$ cat src/sv/kto_pkg.sv
// kto_pkg: shared types and codes for the keyed table with oldest-entry eviction.
// No dependencies; imported by kto_ctrl, kto_dpath and the top level.
package kto_pkg;

  // How the written slot was chosen
  typedef enum logic [1:0] {
    OUT_MATCH  = 2'd0,
    OUT_EMPTY  = 2'd1,
    OUT_OLDEST = 2'd2
  } outcome_t;

  localparam int KEY_W   = 64;
  localparam int TIME_W  = 32;
  localparam int SLOT_W  = 4;
  localparam int COUNT_W = 5;

  // Commands from the controller to the datapath
  typedef struct packed {
    logic load;     // capture the incoming word, clear the search trackers
    logic scan_en;  // read one entry at scan_addr
    logic commit;   // write the chosen entry and register the result
  } kto_cmd_t;

endpackage

$ cat src/sv/kto_ctrl.sv
// kto_ctrl: sequencer that walks the table once per word, then commits.
// Depends on kto_pkg.
module kto_ctrl import kto_pkg::*; #(
  parameter int ENTRIES = 16
) (
  input  logic                       clk,
  input  logic                       rst,
  input  logic                       start,
  output logic                       busy,
  output kto_cmd_t                   cmd,
  output logic [$clog2(ENTRIES)-1:0] scan_addr
);

  localparam int IW = $clog2(ENTRIES);
  localparam logic [IW-1:0] LAST = IW'(ENTRIES - 1);

  typedef enum logic [1:0] {
    ST_IDLE,
    ST_SCAN,
    ST_DRAIN,
    ST_COMMIT
  } state_t;

  state_t        state;
  logic [IW-1:0] idx;

  always_ff @(posedge clk) begin
    if (rst) begin
      state <= ST_IDLE;
      idx   <= '0;
    end else begin
      case (state)
        ST_IDLE: begin
          idx <= '0;
          if (start) state <= ST_SCAN;
        end
        ST_SCAN: begin
          if (idx == LAST) begin
            state <= ST_DRAIN;
          end else begin
            idx <= idx + 1'b1;
          end
        end
        ST_DRAIN:  state <= ST_COMMIT;
        ST_COMMIT: state <= ST_IDLE;
        default:   state <= ST_IDLE;
      endcase
    end
  end

  assign busy        = (state != ST_IDLE);
  assign cmd.load    = (state == ST_IDLE) && start;
  assign cmd.scan_en = (state == ST_SCAN);
  assign cmd.commit  = (state == ST_COMMIT);
  assign scan_addr   = idx;

endmodule

$ cat src/sv/kto_dpath.sv
// kto_dpath: key/time memories, valid flags, search trackers and result registers.
// Depends on kto_pkg; driven by kto_ctrl commands.
module kto_dpath import kto_pkg::*; #(
  parameter int ENTRIES = 16
) (
  input  logic                       clk,
  input  logic                       rst,
  input  kto_cmd_t                   cmd,
  input  logic [$clog2(ENTRIES)-1:0] scan_addr,
  input  logic [KEY_W-1:0]           key,
  input  logic [TIME_W-1:0]          now,
  output logic                       done,
  output logic [SLOT_W-1:0]          slot,
  output logic [1:0]                 outcome,
  output logic [COUNT_W-1:0]         valid_count
);

  localparam int IW = $clog2(ENTRIES);
  localparam int CW = $clog2(ENTRIES + 1);

  logic [KEY_W-1:0]  key_mem  [ENTRIES];
  logic [TIME_W-1:0] time_mem [ENTRIES];
  logic [ENTRIES-1:0] valid;
  logic [CW-1:0]      count;

  logic [KEY_W-1:0]  key_q;
  logic [TIME_W-1:0] now_q;

  // read stage
  logic              rd_en;
  logic [IW-1:0]     rd_addr;
  logic [KEY_W-1:0]  key_rd;
  logic [TIME_W-1:0] time_rd;

  // trackers
  logic              found_match;
  logic [IW-1:0]     match_at;
  logic              found_empty;
  logic [IW-1:0]     empty_at;
  logic [IW-1:0]     oldest_at;
  logic [TIME_W-1:0] min_stamp;

  logic [IW-1:0] chosen;
  outcome_t      how;
  logic [CW-1:0] count_next;

  always_comb begin
    if (found_match) begin
      chosen = match_at;
      how    = OUT_MATCH;
    end else if (found_empty) begin
      chosen = empty_at;
      how    = OUT_EMPTY;
    end else begin
      chosen = oldest_at;
      how    = OUT_OLDEST;
    end
    count_next = (how == OUT_EMPTY) ? count + 1'b1 : count;
  end

  // memories: one read and one write port each
  always_ff @(posedge clk) begin
    if (cmd.scan_en) begin
      key_rd  <= key_mem[scan_addr];
      time_rd <= time_mem[scan_addr];
    end
    if (cmd.commit) begin
      key_mem[chosen]  <= key_q;
      time_mem[chosen] <= now_q;
    end
  end

  always_ff @(posedge clk) begin
    if (cmd.load) begin
      key_q <= key;
      now_q <= now;
    end
    rd_addr <= scan_addr;
  end

  always_ff @(posedge clk) begin
    if (rst) begin
      valid       <= '0;
      count       <= '0;
      rd_en       <= 1'b0;
      found_match <= 1'b0;
      found_empty <= 1'b0;
      done        <= 1'b0;
    end else begin
      rd_en <= cmd.scan_en;
      done  <= cmd.commit;
      if (cmd.load) begin
        found_match <= 1'b0;
        found_empty <= 1'b0;
      end else if (rd_en) begin
        if (valid[rd_addr] && key_rd == key_q && !found_match) begin
          found_match <= 1'b1;
          match_at    <= rd_addr;
        end
        if (!valid[rd_addr] && !found_empty) begin
          found_empty <= 1'b1;
          empty_at    <= rd_addr;
        end
        // strict compare keeps the lowest index on a tie
        if (rd_addr == '0 || time_rd < min_stamp) begin
          oldest_at <= rd_addr;
          min_stamp <= time_rd;
        end
      end
      if (cmd.commit) begin
        valid[chosen] <= 1'b1;
        count         <= count_next;
      end
    end
  end

  always_ff @(posedge clk) begin
    if (cmd.commit) begin
      slot        <= SLOT_W'(chosen);
      outcome     <= how;
      valid_count <= COUNT_W'(count_next);
    end
  end

endmodule

$ cat src/sv/keyed_table_insert_oldest_evict.sv
// keyed_table_insert_oldest_evict: top level of the keyed table with oldest eviction.
// Depends on kto_pkg, kto_ctrl and kto_dpath.
//
// Usage:
//   Input channel: drive key and now and raise start. The word is taken at the
//   rising edge where start is high and busy is low; busy then stays high until
//   the word is finished.
//   Result channel: done is high for exactly one cycle with slot, outcome and
//   valid_count. The receiver cannot stall; the result is simply presented once.
//   outcome: 0 key already present, 1 empty slot filled, 2 oldest slot replaced.
// Timing:
//   The sequencer reads one table entry per cycle from the key and time
//   memories (single read port each); a word is a scan of every entry, a
//   drain step that finishes the last compare and a commit step. done appears
//   in the cycle where busy drops, so the next word is taken at the edge that
//   ends that cycle; a word is not accepted until the previous one is finished.
// Reset:
//   rst (synchronous) clears all valid flags and the fill count; the table is
//   usable the cycle after. Keys and times are not cleared; they are only
//   read behind a valid flag or once the table is full.
module keyed_table_insert_oldest_evict import kto_pkg::*; #(
  parameter int ENTRIES = 16
) (
  input  logic                clk,
  input  logic                rst,
  input  logic                start,
  output logic                busy,
  input  logic [KEY_W-1:0]    key,
  input  logic [TIME_W-1:0]   now,
  output logic                done,
  output logic [SLOT_W-1:0]   slot,
  output logic [1:0]          outcome,
  output logic [COUNT_W-1:0]  valid_count
);

  kto_cmd_t                   cmd;
  logic [$clog2(ENTRIES)-1:0] scan_addr;

  kto_ctrl #(.ENTRIES(ENTRIES)) u_ctrl (
    .clk       (clk),
    .rst       (rst),
    .start     (start),
    .busy      (busy),
    .cmd       (cmd),
    .scan_addr (scan_addr)
  );

  kto_dpath #(.ENTRIES(ENTRIES)) u_dpath (
    .clk         (clk),
    .rst         (rst),
    .cmd         (cmd),
    .scan_addr   (scan_addr),
    .key         (key),
    .now         (now),
    .done        (done),
    .slot        (slot),
    .outcome     (outcome),
    .valid_count (valid_count)
  );

  // an accepted word keeps the block busy on the next cycle
  a_accept_busy: assert property (@(posedge clk) disable iff (rst)
    (start && !busy) |=> busy)
    else $error("accepted word did not raise busy");

  // the result is shown exactly when the block goes idle
  a_done_on_idle: assert property (@(posedge clk) disable iff (rst)
    $fell(busy) |-> done)
    else $error("busy dropped without a result");

  // after any write at least one entry is valid
  a_count_nonzero: assert property (@(posedge clk) disable iff (rst)
    done |-> (valid_count != '0))
    else $error("result reports an empty table");

  // one result per word
  a_done_single: assert property (@(posedge clk) disable iff (rst)
    done |=> !done)
    else $error("result strobe held for more than one cycle");

endmodule

$ cat config.mk
export PLATFORM = sky130hd
export DESIGN_NAME = keyed_table_insert_oldest_evict
export DESIGN_NICKNAME = d
export VERILOG_FILES = /design/src/sv/kto_pkg.sv /design/src/sv/kto_ctrl.sv /design/src/sv/kto_dpath.sv /design/src/sv/keyed_table_insert_oldest_evict.sv
export SDC_FILE = /design/constraint.sdc
export NUM_CORES = 2
export LEC_CHECK = 0
export BUFFER_PORTS_ARGS = -buffer_cell sky130_fd_sc_hd__buf_4
export CORE_ASPECT_RATIO = 1.2
export CORE_MARGIN = 3
export CORE_UTILIZATION = 35
export CTS_CLUSTER_DIAMETER = 80
export DETAILED_ROUTE_END_ITERATION = 6
export PLACE_DENSITY_LB_ADDON = 0.05
export SKIP_LAST_GASP = 1
export SLEW_MARGIN = 20
export SYNTH_ARGS = -nofsm -noshare
export SYNTH_HDL_FRONTEND = slang
export SYNTH_HIERARCHICAL = 1
export SYNTH_SLANG_ARGS = --single-unit
$ cat constraint.sdc
create_clock -name clk -period 7 [get_ports clk]
set_clock_uncertainty 0.15 [all_clocks]
set_input_delay 0.7 -clock clk [delete_from_list [all_inputs] [get_ports clk]]
set_output_delay 0.7 -clock clk [all_outputs]
set_load 0.02 [all_outputs]
==> metrics.cfg <==
[outcome]
status=completed

[floorplanning]
die_w_um=410
die_h_um=490
start_util_pct=35.3
dieArea_um2=201000
core_um2=194000
rows=177
pin_count=112

[synthesis]
synth-main-ff-cell=edfxtp_1
synth_top_family_by_area=multiplexers
avgSynthCellArea_um2=24.7
synth_xor_area_share_pct=0.730
synth_compound_area_share_pct=0.675
seq_area_frac_synth_pct=79.3
synth_edf_count=1783
async_reset_ff_share_pct=0
ys_types=54
synth.area.mux_share_pct=16.2
yosys.area_share.simple_pct=0.964
syn_inst=2766
syn-num-nets=2902
syn_area_um2=68400
yosysWarnings=6
synthAdderAreaFrac_pct=0.677
synth-seq-cells=1818

[clocking]
post_cts_resized=0
clkTransAtPathRegs_ns=0.06
clockBufferDepth=3
clk_latency_ns=0.80
cts_tree=done
holdBufCountCts=96
clock_sinks=1818
cts-root-buf=clkbuf_16
cts_buffers=189
post_cts_buffers=0
htreeDepth=4

[pwr]
p_per_area_nw_per_um2=341
ir_drop_uv=288
leakagePower_uw=0.0243

[global_route]
grt_usage_pct=16.9
antenna_found_initial=9
grt_max_degree=139
gr-total-overflow=0
grt_pass1_wl_mm=243
grt_pass1_vias=32700

[setup_path]
critPathKind=reg -> reg
r2r_setup_slack_ns=3.17
critPathArrivalTime_ns=4.10
reg2reg_to=u_dpath/key_mem[4][35]
worstPathRequired_ns=7.27
cp-endpoint=u_dpath/key_mem[4][35]
rr_worst_depth=5
crit_path_max_fanout=40
crit_path_end_kind=register
critPathLaunchType=register
cp-startpoint=u_dpath/found_empty
r2r_start=u_dpath/found_empty

[place]
io_buffer_count=111
globalplace.congestion=0.719
dpl.hpwl_mm=85.1

[detailed_routing]
wire_per_inst_um=28.8
routed_wl_mm=169
drc=0
drtPass1Iterations=5
post_drt_via_cell_ratio=5.14
vias=30200
drtIter0Drc=2665
postRouteAntennaNets=0

[timing]
hold_violations=0
fin_hold_ws_ns=0.122
layout_min_cycle_time_ns=3.83
fmax_ghz=0.261
period_share_pct=54.7
worst_pin_slew_ns=1.15
tns_ns=0
drv_slew=0
relSlewSlack_pct=23.4
rsz0062_at_grt=no
finalSetupViolCount=0

[flow_run]
drv_cap=0

[cells_and_area]
syn_to_final_growth_pct=16.2
num-nets-final=3250
drive_above_1_share_pct=28.2

[min_path]
hp-class=in -> reg

power by group:
group / total, µW / internal (µW) / switching, µW / leakage (µW)
clock: 9640 / 5540 / 4090 / 0.00288
sequential: 13900 / 13200 / 772 / 0.0164
combinational: 3520 / 1640 / 1880 / 0.00498
total: 27100 / 20300 / 6740 / 0.0243
sequential cells by signal (all words and copies together), names as in the netlist, 16 cells and up:
register	cells
u_dpath/key_rd	64
u_dpath/min_stamp	32
u_dpath/time_mem	512
u_dpath/now_q	32
u_dpath/key_mem	1024
u_dpath/time_rd	32
u_dpath/valid	16
u_dpath/key_q	64
kinds of logic (layout without fill, tap and decap cells):
family	Yosys count	after routing
buffers and inverters	166	665
XOR/XNOR	57	57
other	0	2
AND/OR/NAND/NOR	129	129
multiplexers	493	493
flip-flops	1818	1818
adder cells (fa/ha/maj)	37	37
AO/OA/AOI/OAI	66	66
worst max-delay path: stages (launching register included):
cell and delay [ns]:
dfxtp_1 0.52, mux2i_1 0.12, o21ai_0 0.49, nand2b_1 0.37
nor2_4 0.94, buf_4 0.79
how the worst min path moves through the flow:
stage                                  to  slack, ns  depth (start not counted)                start
floorplan              u_dpath/rd_addr[1]       0.23                          0  u_ctrl/scan_addr[1]
global placement    u_dpath/min_stamp[21]       0.29                          0  u_dpath/time_rd[21]
detailed placement   u_dpath/min_stamp[1]       0.29                          0   u_dpath/time_rd[1]
CTS                          u_dpath/done       0.03                          2                  rst
global route              u_ctrl/state[1]       0.07                          3                start
finish                       u_dpath/done       0.12                          2                  rst
stage by stage:
step,utilization [%],setup slack (ns),cell area (µm²),instances,total power (µW)
floorplan,-,1.02,68400,2766,16400
global placement,37.4,3.09,72600,5421,17700
detailed placement,37.4,3.12,72600,5422,17800
CTS,41.0,3.14,79500,5860,27600
global route,41.0,2.93,79500,5861,28300
finish,41.0,3.17,79500,5862,27100
Yosys cell counts, types with 2 or more instances:
master	number	share of area [%]
o22ai_1	4	0.037
and4b_1	2	0.029
xnor2_1	27	0.35
o211ai_1	2	0.022
nand2b_1	8	0.073
buf_2	9	0.066
nor2b_1	4	0.037
mux4_2	452	15
nand4_1	16	0.15
dfxtp_1	35	1.0
o21ai_0	9	0.066
mux4_1	32	1.2
nand3_1	13	0.095
a2bb2oi_1	2	0.026
or3_1	3	0.027
nor3_1	7	0.051
xor2_1	30	0.38
mux2i_1	7	0.10
o21a_1	3	0.033
nand2_1	17	0.093
nor2_1	41	0.23
edfxtp_1	1783	78
a221oi_1	2	0.026
buf_6	38	0.63
o21ba_2	8	0.12
a21o_1	4	0.044
buf_12	2	0.059
buf_1	12	0.066
clkbuf_1	53	0.29
ha_1	37	0.68
inv_1	50	0.27
a211oi_1	6	0.066
a21oi_1	16	0.12
nor4_1	10	0.091
mux2_2	2	0.033
o221ai_1	2	0.026
layer usage:
| layer | up-vias | track usage [%] | wire [µm] | part of all wire [%] |
|---|---|---|---|---|
| met4 | 0 | 4.30 | 3590 | 2.1 |
| met3 | 207 | 2.77 | 6930 | 4.1 |
| li1 | 12600 | - | - | - |
| met5 | - | 0 | 0 | 0 |
| met1 | 16700 | 24.2 | 77200 | 46 |
| met2 | 655 | 27.1 | 81400 | 48 |
placed cells by master (no fill, tap or decap), drive strengths merged, types with 7 or more instances in the layout:
cell / n
a21oi: 16
buf: 176
bufinv: 14
clkbuf: 239
clkinv: 81
dfxtp: 35
dlygate4sd3: 96
edfxtp: 1783
ha: 37
inv: 55
mux2i: 7
mux4: 484
nand2: 17
nand2b: 8
nand3: 13
nand4: 16
nor2: 41
nor3: 7
nor4: 10
o21ai: 9
o21ba: 8
xnor2: 27
xor2: 30
area by class of cell:
class                      instances  area (µm²)
antenna                            2        5.00
clock buffer                     239        4990
clock inverter                   103         905
fill                           17100      115000
inverter                          51         191
multi-input combinational        782       13400
sequential                      1818       54300
tap                             2595        3250
timing repair buffer             272        2530
(Power assumes the default switching activity.)
